$ cat src/rtl/assert_macros.svh
// Assertion macros used by the RTL module of the gear shift sequencer.
`ifndef ASSERT_MACROS_SVH
`define ASSERT_MACROS_SVH
`ifndef SYNTH
// Property checked at every rising clock edge, disabled while reset is active.
`define ASSERT_CLK(lbl, clk, rst_n, prop, msg) \
	lbl: assert property (@(posedge clk) disable iff (!(rst_n)) (prop)) else $error(msg);
// Condition that must never be true outside reset.
`define ASSERT_NEVER(lbl, clk, rst_n, cond, msg) \
	lbl: assert property (@(posedge clk) disable iff (!(rst_n)) !(cond)) else $error(msg);
`else
`define ASSERT_CLK(lbl, clk, rst_n, prop, msg)
`define ASSERT_NEVER(lbl, clk, rst_n, cond, msg)
`endif
`endif

$ cat src/rtl/psq_pkg.sv
// Types, codes and constants of the paddle gear shift sequencer.
`default_nettype none
package psq_pkg;

	// Request opcodes
	typedef enum logic [1:0] {
		OP_TICK   = 2'd0,
		OP_PADDLE = 2'd1,
		OP_FRAME  = 2'd2
	} opcode_t;

	// Input request payload
	typedef struct packed {
		logic [1:0]  opcode;
		logic        up_fell;
		logic        up_changed;
		logic        down_fell;
		logic        down_changed;
		logic [10:0] frame_id;
		logic [63:0] frame_data;
	} in_item_t;

	// Result request payload
	typedef struct packed {
		logic       motor_pulse;
		logic       motor_dir;
		logic       busy_res;
		logic       done_res;
		logic       rejected;
		logic [7:0] gear_now;
	} out_item_t;

	// Configuration register indexes
	localparam int unsigned CFG_IDX_W = 3;
	localparam int unsigned CFG_DATA_W = 16;
	localparam logic [CFG_IDX_W-1:0] CFG_RPM_LIMIT     = 3'd0;
	localparam logic [CFG_IDX_W-1:0] CFG_UP_TICKS      = 3'd1;
	localparam logic [CFG_IDX_W-1:0] CFG_DOWN_TICKS    = 3'd2;
	localparam logic [CFG_IDX_W-1:0] CFG_NEUTRAL_TICKS = 3'd3;
	localparam logic [CFG_IDX_W-1:0] CFG_MAX_TRIES     = 3'd4;
	localparam logic [CFG_IDX_W-1:0] CFG_TOP_GEAR      = 3'd5;

	// Register reset values
	localparam logic [15:0] RPM_LIMIT_RST     = 16'd5000;
	localparam logic [7:0]  UP_TICKS_RST      = 8'd100;
	localparam logic [7:0]  DOWN_TICKS_RST    = 8'd100;
	localparam logic [7:0]  NEUTRAL_TICKS_RST = 8'd30;
	localparam logic [2:0]  MAX_TRIES_RST     = 3'd3;
	localparam logic [3:0]  TOP_GEAR_RST      = 4'd6;

	// Bus frame identifiers
	localparam logic [10:0] ID_SPEED = 11'd1520;
	localparam logic [10:0] ID_GEAR  = 11'd1553;

	// Gears that the neutral search treats specially
	localparam logic [7:0] GEAR_FIRST  = 8'd1;
	localparam logic [7:0] GEAR_SECOND = 8'd2;

	// Shift phase, one-hot
	typedef enum logic [2:0] {
		PH_IDLE  = 3'b001,
		PH_PULSE = 3'b010,
		PH_HALF  = 3'b100
	} phase_t;

	// Kind of the request in progress
	typedef enum logic [1:0] {
		KIND_NONE    = 2'd0,
		KIND_UP      = 2'd1,
		KIND_DOWN    = 2'd2,
		KIND_NEUTRAL = 2'd3
	} kind_t;

	// Outcome of one step of the sequencer
	typedef enum logic [1:0] {
		ST_RUN  = 2'd0,
		ST_OK   = 2'd1,
		ST_FAIL = 2'd2
	} status_t;

	localparam logic       DIR_UP   = 1'b1;
	localparam logic       DIR_DOWN = 1'b0;
	localparam logic [2:0] TRIES_FIRST = 3'd1;

endpackage
`default_nettype wire

$ cat src/rtl/paddle_gear_shift_sequencer.sv
// Top level of the paddle gear shift sequencer: input stage, shift control, result stage.
//
//   channel  | handshake            | payload
//   ---------+----------------------+------------------------------------
//   input    | in_valid / in_stall  | in_req  (tick, paddle event, frame)
//   result   | out_valid / out_stall| out_req (motor drive, status, gear)
//   config   | cfg_we               | cfg_index, cfg_data
//
// Each request is held in the input register and is then resolved in one
// pass of the shift control logic into the result register, at one request per
// cycle while out_stall is low. The input register takes a new request while a
// result waits under out_stall; in_stall rises only when both stages are full.
// Reset (arst_n low) returns the registers to their defaults and the sequencer to idle.
`default_nettype none
`include "assert_macros.svh"
module paddle_gear_shift_sequencer (
	input  wire                                   clk,
	input  wire                                   arst_n,
	input  wire                                   in_valid,
	output logic                                  in_stall,
	input  psq_pkg::in_item_t                     in_req,
	output logic                                  out_valid,
	input  wire                                   out_stall,
	output psq_pkg::out_item_t                    out_req,
	input  wire                                   cfg_we,
	input  wire  [psq_pkg::CFG_IDX_W-1:0]         cfg_index,
	input  wire  [psq_pkg::CFG_DATA_W-1:0]        cfg_data
);
	import psq_pkg::*;

	// Sequencer state that one step rewrites
	typedef struct packed {
		phase_t     phase;
		kind_t      kind;
		logic [7:0] timer;
		logic [2:0] tries;
		logic [7:0] gstart;
		logic       dir;
	} seq_state_t;

	typedef struct packed {
		seq_state_t s;
		status_t    st;
	} step_t;

	typedef struct packed {
		logic [15:0] rpm_limit;
		logic [7:0]  up_ticks;
		logic [7:0]  down_ticks;
		logic [7:0]  neutral_ticks;
		logic [2:0]  max_tries;
		logic [3:0]  top_gear;
	} cfg_t;

	cfg_t        cfg_q;
	seq_state_t  state_q;
	logic [7:0]  gear_q;
	logic [15:0] speed_q;

	in_item_t    in_req_s1;
	logic        in_valid_s1;
	out_item_t   res_s2;
	logic        res_valid_s2;

	logic        advance;
	seq_state_t  state_d;
	logic [7:0]  gear_d;
	logic [15:0] speed_d;
	logic        done;
	logic        rej;
	step_t       step;

	// ---- step helpers ----
	function automatic seq_state_t load_pulse(seq_state_t s, logic [7:0] ticks, logic dir,
			phase_t ph);
		seq_state_t r;
		r = s;
		r.timer = (ticks == 8'd0) ? 8'd1 : ticks;
		r.dir = dir;
		r.phase = ph;
		return r;
	endfunction

	function automatic step_t begin_up(seq_state_t s, logic [7:0] gear, cfg_t c);
		step_t r;
		r.s = s;
		r.s.gstart = gear;
		r.s = load_pulse(r.s, c.up_ticks, DIR_UP, PH_PULSE);
		r.st = ST_RUN;
		return r;
	endfunction

	function automatic step_t begin_down(seq_state_t s, logic [7:0] gear, logic [15:0] speed,
			cfg_t c);
		step_t r;
		r.s = s;
		r.s.gstart = gear;
		r.st = ST_RUN;
		// downshift at speed is refused
		if (speed >= c.rpm_limit) begin
			r.st = ST_FAIL;
		end else begin
			r.s = load_pulse(r.s, c.down_ticks, DIR_DOWN, PH_PULSE);
		end
		return r;
	endfunction

	function automatic step_t begin_neutral(seq_state_t s, logic [7:0] gear, logic [15:0] speed,
			cfg_t c);
		step_t r;
		r.s = s;
		r.st = ST_RUN;
		if (gear > GEAR_SECOND) begin
			r = begin_down(s, gear, speed, c);
		end else begin
			r.s.gstart = gear;
			if (gear == GEAR_SECOND) begin
				r.s = load_pulse(r.s, c.neutral_ticks, DIR_DOWN, PH_HALF);
			end else if (gear == GEAR_FIRST) begin
				r.s = load_pulse(r.s, c.neutral_ticks, DIR_UP, PH_HALF);
			end else begin
				r.st = ST_OK;
			end
		end
		return r;
	endfunction

	function automatic step_t pulse_ended(seq_state_t s, logic [7:0] gear, logic [15:0] speed,
			cfg_t c);
		step_t r;
		logic  half;
		half = (s.phase == PH_HALF);
		r.s = s;
		r.s.phase = PH_IDLE;
		r.st = ST_FAIL;
		if (gear != s.gstart) begin
			// gear moved: neutral keeps stepping until the half pulse is done
			if (s.kind == KIND_NEUTRAL && !half) begin
				r = begin_neutral(r.s, gear, speed, c);
			end else begin
				r.st = ST_OK;
			end
		end else if (s.gstart == {4'd0, c.top_gear}) begin
			r.st = ST_FAIL;
		end else if (s.tries < c.max_tries) begin
			// retry the same kind of step
			r.s.tries = s.tries + 3'd1;
			case (s.kind)
				KIND_UP:   r = begin_up(r.s, gear, c);
				KIND_DOWN: r = begin_down(r.s, gear, speed, c);
				default:   r = begin_neutral(r.s, gear, speed, c);
			endcase
		end
		return r;
	endfunction

	// ---- pipeline control ----
	assign advance  = in_valid_s1 && (!res_valid_s2 || !out_stall);
	assign in_stall = in_valid_s1 && !advance;

	// input register
	always_ff @(posedge clk or negedge arst_n) begin
		if (!arst_n) begin
			in_valid_s1 <= 1'b0;
		end else if (in_valid && !in_stall) begin
			in_valid_s1 <= 1'b1;
		end else if (advance) begin
			in_valid_s1 <= 1'b0;
		end
	end

	always_ff @(posedge clk) begin
		if (in_valid && !in_stall) begin
			in_req_s1 <= in_req;
		end
	end

	// ---- one pass of the shift control ----
	always_comb begin
		logic active;
		active  = 1'b0;
		state_d = state_q;
		gear_d  = gear_q;
		speed_d = speed_q;
		step.s  = state_q;
		step.st = ST_RUN;
		case (opcode_t'(in_req_s1.opcode))
			OP_TICK: begin
				if (state_q.phase != PH_IDLE) begin
					active = 1'b1;
					if (step.s.timer != 8'd0) begin
						step.s.timer = step.s.timer - 8'd1;
					end
					if (step.s.timer == 8'd0) begin
						step = pulse_ended(step.s, gear_q, speed_q, cfg_q);
					end
				end
			end
			OP_PADDLE: begin
				if (state_q.phase == PH_IDLE &&
						(in_req_s1.up_changed || in_req_s1.down_changed)) begin
					step.s.tries = TRIES_FIRST;
					if (in_req_s1.up_fell && in_req_s1.down_fell) begin
						active = 1'b1;
						step.s.kind = KIND_NEUTRAL;
						step = begin_neutral(step.s, gear_q, speed_q, cfg_q);
					end else if (in_req_s1.up_fell && !in_req_s1.down_changed) begin
						active = 1'b1;
						step.s.kind = KIND_UP;
						step = begin_up(step.s, gear_q, cfg_q);
					end else if (!in_req_s1.up_changed && in_req_s1.down_fell) begin
						active = 1'b1;
						step.s.kind = KIND_DOWN;
						step = begin_down(step.s, gear_q, speed_q, cfg_q);
					end
				end
			end
			OP_FRAME: begin
				if (in_req_s1.frame_id == ID_SPEED) begin
					speed_d = in_req_s1.frame_data[15:0];
				end else if (in_req_s1.frame_id == ID_GEAR) begin
					gear_d = in_req_s1.frame_data[15:8];
				end
			end
			default: begin
			end
		endcase
		done = active && (step.st != ST_RUN);
		rej  = done && (step.st == ST_FAIL);
		state_d = step.s;
		// a finished request returns to idle
		if (done) begin
			state_d.phase = PH_IDLE;
			state_d.kind  = KIND_NONE;
			state_d.timer = 8'd0;
			state_d.tries = TRIES_FIRST;
		end
	end

	// sequencer state
	always_ff @(posedge clk or negedge arst_n) begin
		if (!arst_n) begin
			state_q.phase  <= PH_IDLE;
			state_q.kind   <= KIND_NONE;
			state_q.timer  <= 8'd0;
			state_q.tries  <= TRIES_FIRST;
			state_q.gstart <= 8'd0;
			state_q.dir    <= DIR_DOWN;
			gear_q         <= 8'd0;
			speed_q        <= 16'd0;
		end else if (advance) begin
			state_q <= state_d;
			gear_q  <= gear_d;
			speed_q <= speed_d;
		end
	end

	// configuration registers
	always_ff @(posedge clk or negedge arst_n) begin
		if (!arst_n) begin
			cfg_q.rpm_limit     <= RPM_LIMIT_RST;
			cfg_q.up_ticks      <= UP_TICKS_RST;
			cfg_q.down_ticks    <= DOWN_TICKS_RST;
			cfg_q.neutral_ticks <= NEUTRAL_TICKS_RST;
			cfg_q.max_tries     <= MAX_TRIES_RST;
			cfg_q.top_gear      <= TOP_GEAR_RST;
		end else if (cfg_we) begin
			case (cfg_index)
				CFG_RPM_LIMIT:     cfg_q.rpm_limit     <= cfg_data;
				CFG_UP_TICKS:      cfg_q.up_ticks      <= cfg_data[7:0];
				CFG_DOWN_TICKS:    cfg_q.down_ticks    <= cfg_data[7:0];
				CFG_NEUTRAL_TICKS: cfg_q.neutral_ticks <= cfg_data[7:0];
				CFG_MAX_TRIES:     cfg_q.max_tries     <= cfg_data[2:0];
				CFG_TOP_GEAR:      cfg_q.top_gear      <= cfg_data[3:0];
				default: begin
				end
			endcase
		end
	end

	// result register
	always_ff @(posedge clk or negedge arst_n) begin
		if (!arst_n) begin
			res_valid_s2 <= 1'b0;
		end else if (advance) begin
			res_valid_s2 <= 1'b1;
		end else if (!out_stall) begin
			res_valid_s2 <= 1'b0;
		end
	end

	always_ff @(posedge clk) begin
		if (advance) begin
			res_s2.motor_pulse <= (state_d.phase != PH_IDLE);
			res_s2.motor_dir   <= state_d.dir;
			res_s2.busy_res    <= (state_d.phase != PH_IDLE);
			res_s2.done_res    <= done;
			res_s2.rejected    <= rej;
			res_s2.gear_now    <= gear_d;
		end
	end

	assign out_valid = res_valid_s2;
	assign out_req   = res_s2;

	// ---- checks ----
	`ASSERT_CLK(a_rej_needs_done, clk, arst_n, res_valid_s2 |-> (!res_s2.rejected || res_s2.done_res), "rejected without done")
	`ASSERT_CLK(a_done_not_busy, clk, arst_n, res_valid_s2 && res_s2.done_res |-> !res_s2.busy_res, "busy after a finished request")
	`ASSERT_CLK(a_idle_tries, clk, arst_n, state_q.phase == PH_IDLE |-> state_q.tries == TRIES_FIRST, "idle with tries not reset")
	`ASSERT_NEVER(a_active_timer, clk, arst_n, state_q.phase != PH_IDLE && state_q.timer == 8'd0, "pulse with empty timer")
	`ASSERT_CLK(a_stall_full, clk, arst_n, in_stall |-> in_valid_s1 && res_valid_s2, "stall with a free stage")

endmodule
`default_nettype wire

$ cat config.mk
export PLATFORM = sky130hd
export DESIGN_NAME = paddle_gear_shift_sequencer
export DESIGN_NICKNAME = d
export VERILOG_FILES = /design/src/rtl/psq_pkg.sv /design/src/rtl/paddle_gear_shift_sequencer.sv
export VERILOG_INCLUDE_DIRS = /design/src /design/src/rtl
export SDC_FILE = /design/constraint.sdc
export NUM_CORES = 1
export LEC_CHECK = 0
export BUFFER_PORTS_ARGS = -buffer_cell sky130_fd_sc_hd__buf_2
export CELL_PAD_IN_SITES_DETAIL_PLACEMENT = 0
export CELL_PAD_IN_SITES_GLOBAL_PLACEMENT = 1
export CORE_MARGIN = 2
export CORE_UTILIZATION = 45
export DETAILED_ROUTE_END_ITERATION = 7
export HOLD_SLACK_MARGIN = 0.15
export PLACE_DENSITY_LB_ADDON = 0.25
export SLEW_MARGIN = 20
export SYNTH_ARGS = -nofsm -noshare
export SYNTH_HDL_FRONTEND = slang
export SYNTH_SLANG_ARGS = --single-unit
export TNS_END_PERCENT = 20
$ cat constraint.sdc
create_clock -name clk -period 3.9 [get_ports clk]
set_clock_uncertainty 0.1 [all_clocks]
set_input_delay 0.585 -clock clk [delete_from_list [all_inputs] [get_ports clk]]
set_output_delay 0.585 -clock clk [all_outputs]
set_load 0.005 [all_outputs]
==> results of run 1 <==
## registers in the layout, summed over array words and instances (netlist names)
register,flops
in_req_s1,33
out_req,12
cfg_q,47
gear_q,8
out_valid,1
state_q,25
speed_q,16
in_valid_s1,1
## how the worst max path moves through the flow
stage / start / to / slack, ns / cells past startpoint
2_1_floorplan: cfg_q[5]$_DFFE_PN1P_ / out_req[11]$_DFFE_PP_ / 0.96 / 10
3_3_place_gp: state_q[12]$_DFFE_PN0P_ / out_req[11]$_DFFE_PP_ / 0.46 / 9
3_5_place_dp: state_q[12]$_DFFE_PN0P_ / state_q[3]$_DFFE_PN0P_ / 0.48 / 10
4_1_cts: state_q[12]$_DFFE_PN0P_ / state_q[7]$_DFFE_PN0P_ / 0.46 / 10
5_1_grt: state_q[12]$_DFFE_PN0P_ / out_req[11]$_DFFE_PP_ / 0.18 / 9
6_report: state_q[12]$_DFFE_PN0P_ / out_req[11]$_DFFE_PP_ / 0.38 / 9
## Yosys cell counts (4+ instances only)
master / count / share of area (%)
nand2b_1: 13 / 1.0
xor2_1: 9 / 1.0
a21oi_1: 37 / 2.3
and2_1: 6 / 0.48
o211ai_1: 5 / 0.48
clkbuf_1: 24 / 1.1
o22ai_1: 7 / 0.55
nand2_1: 96 / 4.6
nand3_1: 19 / 1.2
dfstp_2: 21 / 7.0
o21ai_0: 53 / 3.4
dfrtp_1: 77 / 24
a21boi_0: 4 / 0.38
o2111ai_1: 4 / 0.44
o31ai_1: 7 / 0.67
mux2i_1: 5 / 0.63
a32oi_1: 4 / 0.44
or3_1: 4 / 0.32
ha_1: 24 / 3.8
nor3_1: 18 / 1.1
mux2_2: 62 / 8.8
a221oi_1: 7 / 0.78
o21a_1: 4 / 0.38
nand3b_1: 4 / 0.38
xnor2_1: 7 / 0.78
nand4_1: 4 / 0.32
a211oi_1: 7 / 0.67
buf_2: 6 / 0.38
inv_1: 37 / 1.8
nand4b_1: 6 / 0.67
a31oi_1: 6 / 0.48
nor2_1: 29 / 1.4
nor4_1: 8 / 0.63
edfxtp_1: 45 / 17
## worst reg2reg max path, stage by stage, from the launching register on
cell and delay (ns):
dfrtp_1 0.43, inv_1 0.11, ha_1 0.18, nor4b_2 0.42, nand2_1 0.17, mux2i_1 0.15
a211o_1 0.44, or3_1 0.59, a311oi_1 0.51, a21oi_1 0.14
## per-layer routing
metal  wire length, um  up-vias  share of wire, %
li1                  -     2938                 -
met1              9560     3121                45
met2             10000      225                47
met3              1020       50               4.8
met4               782        0               3.7
met5                 0        -                 0
## area by class of cell
| class | count | area [um2] | share of cell area [%] |
|---|---|---|---|
| flip-flops and latches | 143 | 3830 | 41.8 |
| multi-input cells | 537 | 3790 | 41.3 |
| repair buffers | 92 | 518 | 5.65 |
| clock buffers | 23 | 469 | 5.12 |
| well taps | 225 | 282 | 3.07 |
| inverters | 37 | 139 | 1.52 |
| clock inverters | 9 | 136 | 1.49 |
## cell families (layout without fill, tap and decap cells)
group,Yosys count,after routing,synth area share (%)
simple gates,244,244,17.0
fa+ha+maj,24,24,3.80
mux,67,67,9.48
compound gates,186,186,15.8
flops,143,143,48.5
xor+xnor,16,16,1.78
buf+inv,70,161,3.58
## repair_timing
| action | CTS | global route |
|---|---|---|
| endpoints found under the hold margin | 25 | 0 |
| hold buffers | 1 | 0 |
| setup buffers | 0 | 0 |
## through the flow
step           instance area, um2  utilization (%)  cells  setup WS (ns)  hold WS, ns
6_report                     9160             53.2   1066          0.379        0.228
3_5_place_dp                 8550             49.6   1033          0.475        0.377
3_3_place_gp                 8550             49.6   1033          0.458        0.361
2_1_floorplan                7900                -    750          0.958        0.189
4_1_cts                      9160             53.2   1066          0.460        0.215
5_1_grt                      9160             53.2   1066          0.180        0.213
## power by group through the flow
stage	Sequential [uW]	Combinational, uW	Clock, uW
floorplan	1900	715	0
global route	1990	1080	1780
detailed placement	1990	963	0
finish	1970	973	1670
CTS	1970	970	1710
global placement	1990	945	0
==> flow_metrics.tcl, run 1 <==
set metrics [dict create \
    maxSlewHeadroom_pct 40.1 \
    power_uw 4620 \
    min_path_cells 1 \
    synth-edff-count 45 \
    drv_cap 0 \
    nets 957 \
    post_cts_resize_count 0 \
    fp.coreArea_mm2 0.0172 \
    r2r-start "state_q[12]$_DFFE_PN0P_" \
    layout_commonest_cell "nand2_1" \
    endpoint_kind "flip-flop" \
    first_global_vias 6403 \
    yosysWarnings 0 \
    row_count 48 \
    io_pins 120 \
    max_stage_delay_ns 0.59 \
    netSwitchingPower_uw 1380 \
    p_clk_share_pct 36.2 \
    numCtsBuffers 17 \
    min_period_ns 3.52 \
    synthCells 750 \
    tightest_slew_ns 0.896 \
    pwr_density_cell_mw_per_mm2 504 \
    rrSetupSlack_ns 0.38 \
    internal_power_uw 3240 \
    combPwrFrac_pct 21.1 \
    n_antenna_cell 0 \
    crit_type "reg2reg" \
    initial_utilization_pct 45.8 \
    vias 6334 \
    dpl.hpwl_um 15900 \
    slowest_stage "or3_1" \
    use_met1_pct 32.5 \
    synth_cell_types 81 \
    chipHeight_um 136 \
    cp.arrival_ns 3.56 \
    hold_violations 0 \
    cp.required_ns 3.94 \
    path_max_fanout 15 \
    drt-initial-drc-count 478 \
    use_met2_pct 39.0 \
    seq_area_frac_synth_pct 48.5 \
    crit_chain "inv_1, ha_1, nor4b_2, nand2_1, mux2i_1, a211o_1, or3_1, a311oi_1, a21oi_1" \
    min_path_type "in2reg" \
    cp_top_family "simple AND/OR/NAND/NOR gates" \
    grt_usage_pct 24.5 \
    reg2reg_depth 9 \
    clock-root-buffer "clkbuf_16" \
    portBuffers 71 \
    grt_max_degree 57 \
    finalWirelength_um 21400 \
    rsz0062_at_grt "false" \
    place_congestion 0.893 \
    grt_pass1_wl_um 34400 \
    syn_avg_cell_area_um2 10.5 \
    drc 0 \
    setup_viol 0 \
    min_to "in_req_s1[7]$_DFFE_PP_" \
    clock_path_buffers 2 \
    overflow 0 \
    antenna_found_initial 0 \
    clkSinkCount 143 \
    fmax_ghz 0.284 \
    reg2reg_to "out_req[11]$_DFFE_PP_" \
    seqPwrFrac_pct 42.7 \
    cts_max_level 4 \
    synth-seq-cells 143 \
    routedWlPerCell_um 20.1 \
    use_met3_pct 4.29 \
    setup_tns_ns 0 \
    crit_buf_inv 1 \
    synthFlopType "dfrtp_1" \
    cts_tree "done" \
    hold_start "in_req[7]" \
    p_sw_share_pct 29.9 \
    synth_nets 879 \
    slew_violations 0 \
    layout_common_cells "96 x nand2_1, 77 x dfrtp_1, 70 x buf_2" \
    drtAntennaViolNets 0 \
    insertion_delay_ns 0.43 \
    nFillCells 1504 \
    vias_per_cell 5.94 \
    ir_drop_uv 327 \
    leakagePower_uw 0.00390 \
    start_kind "flip-flop" \
    fin_crit_sh_pct 90.3 \
    syn_to_final_growth_pct 16.1 \
    cts.clk_slew.worst_paths_ns 0.06 \
    dieArea_mm2 0.0186 \
    status "complete, no violations" \
    grt_busiest_layer "met2" \
    die_x_um 136 \
    drive_gt1_share_pct 27.2 \
    synth_area_mm2 0.00790 \
    drt_pass1_iterations 5 \
    synthArstFlopShare_pct 68.5 \
]
Power figures use the tool's default switching activity.
==> inputs of run 2 (changes only) <==
--- a/config.mk
+++ b/config.mk
@@ -13,7 +13,7 @@
 export CORE_UTILIZATION = 45
 export DETAILED_ROUTE_END_ITERATION = 7
 export HOLD_SLACK_MARGIN = 0.15
-export PLACE_DENSITY_LB_ADDON = 0.25
+export PLACE_DENSITY_LB_ADDON = 0.3
 export SLEW_MARGIN = 20
 export SYNTH_ARGS = -nofsm -noshare
 export SYNTH_HDL_FRONTEND = slang
==> flow_metrics.tcl, run 2 (same netlist as run 1, synthesis figures left out) <==
set metrics [dict create \
    cp.arrival_ns 3.53 \
    endpoint_kind "flip-flop" \
    nets 954 \
    rsz0062_at_grt "false" \
    initial_utilization_pct 45.8 \
    min_path_type "in2reg" \
    status "complete, no violations" \
    hold_violations 0 \
    row_count 48 \
    n_antenna_cell 0 \
    place_congestion 0.889 \
    cts.clk_slew.worst_paths_ns 0.07 \
    layout_common_cells "96 x nand2_1, 77 x dfrtp_1, 70 x buf_2" \
    setup_tns_ns 0 \
    cts_hold_buf 1 \
    die_x_um 136 \
    crit_chain "inv_1, ha_1, nor4b_2, nand2_1, mux2i_1, a211o_1, nand2b_1, or2_4, and3_4, a221o_1" \
    grt_usage_pct 24.6 \
    tightest_slew_ns 0.962 \
    drc 0 \
    first_global_vias 6340 \
    holdWs_ns 0.221 \
    cp.required_ns 3.98 \
    syn_to_final_growth_pct 15.6 \
    leakagePower_uw 0.00388 \
    vias 6242 \
    chipHeight_um 136 \
    maxSlewHeadroom_pct 35.8 \
    finalNonFillerCells 1063 \
    post_cts_resize_count 0 \
    insertion_delay_ns 0.43 \
    setup_viol 0 \
    drtAntennaViolNets 0 \
    antenna_found_initial 0 \
    dpl.hpwl_um 15900 \
    placed_cells 1030 \
    clock_path_buffers 2 \
    drt-initial-drc-count 450 \
    routedWlPerCell_um 20.1 \
    crit_type "reg2reg" \
    slew_violations 0 \
    cts_tree "done" \
    drt_pass1_iterations 7 \
    layout_commonest_cell "nand2_1" \
    cp_top_family "simple AND/OR/NAND/NOR gates" \
    clkSinkCount 143 \
    drv_cap 0 \
    clock-root-buffer "clkbuf_16" \
    crit_buf_inv 1 \
    fmax_ghz 0.290 \
    fp.coreArea_mm2 0.0172 \
    pwr_density_cell_mw_per_mm2 502 \
    ir_drop_uv 326 \
    slowest_stage "nor4b_2" \
    overflow 0 \
    fin_crit_sh_pct 88.5 \
    min_period_ns 3.45 \
    largest_reg_flops 47 \
    dieArea_mm2 0.0186 \
    start_kind "flip-flop" \
    path_max_fanout 12 \
    io_pins 120 \
    post_cts_buffers 0 \
    portBuffers 71 \
    reg_top3 "cfg_q x47, in_req_s1 x33, state_q x25" \
    largest_register "cfg_q" \
    nFillCells 1529 \
    grt_max_degree 46 \
    grt_pass1_wl_um 34300 \
    drive_gt1_share_pct 27.4 \
    finalWirelength_um 21300 \
    cts_max_level 4 \
    numCtsBuffers 17 \
    vias_per_cell 5.87 \
    max_stage_delay_ns 0.45 \
    postLayoutCoreUtil_pct 53.0 \
]
[run 2: power breakdown]
group          switching (uW)  total [uW]  internal, uW
clock                     704        1640           941
combinational             554         970           415
sequential                194        1970          1770
total                    1450        4580          3130
[run 2: metrics by stage]
step	cell area, um2	setup WS (ns)	power, uW
2_1_floorplan	7900	0.958	2620
3_3_place_gp	8520	0.567	2930
3_5_place_dp	8520	0.505	2960
4_1_cts	9130	0.508	4610
5_1_grt	9130	0.252	4820
6_report	9130	0.447	4580
[run 2: final cells by class]
cell class | instances | area [um2] | share of cell area, %
inverters | 37 | 139 | 1.52
well taps | 225 | 282 | 3.08
flip-flops and latches | 143 | 3830 | 41.9
clock inverters | 13 | 141 | 1.55
multi-input cells | 537 | 3790 | 41.5
repair buffers | 89 | 495 | 5.43
clock buffers | 19 | 454 | 4.97
[run 2: metal layers]
metal  vias to the layer above  wire length (um)  global-route usage, %
met4                         0               700                   10.6
met2                       194             10100                   39.3
li1                       2922                 -                      -
met3                        49              1080                   4.62
met1                      3077              9480                   32.7
met5                         -                 0                      0
[run 2: final timing paths]
path                                          from                      end  slack, ns  cells past startpoint
min in group asynchronous                   arst_n   speed_q[3]$_DFFE_PN0P_       0.59                      2
min reg2reg                 in_req_s1[3]$_DFFE_PP_   speed_q[3]$_DFFE_PN0P_       0.38                      1
min                                      in_req[6]   in_req_s1[6]$_DFFE_PP_       0.22                      1
max                        state_q[12]$_DFFE_PN0P_    out_req[10]$_DFFE_PP_       0.45                     10
max in group asynchronous                   arst_n  state_q[22]$_DFFE_PN1P_       2.23                      3
max reg2reg                state_q[12]$_DFFE_PN0P_    out_req[10]$_DFFE_PP_       0.45                     10
[run 2: worst register-to-register path, stage by stage (launching register included)]
cell and delay [ns]:
dfrtp_1 0.44, inv_1 0.11, ha_1 0.19, nor4b_2 0.45, nand2_1 0.18, mux2i_1 0.16, a211o_1 0.43, nand2b_1 0.31
or2_4 0.31, and3_4 0.17, a221o_1 0.35
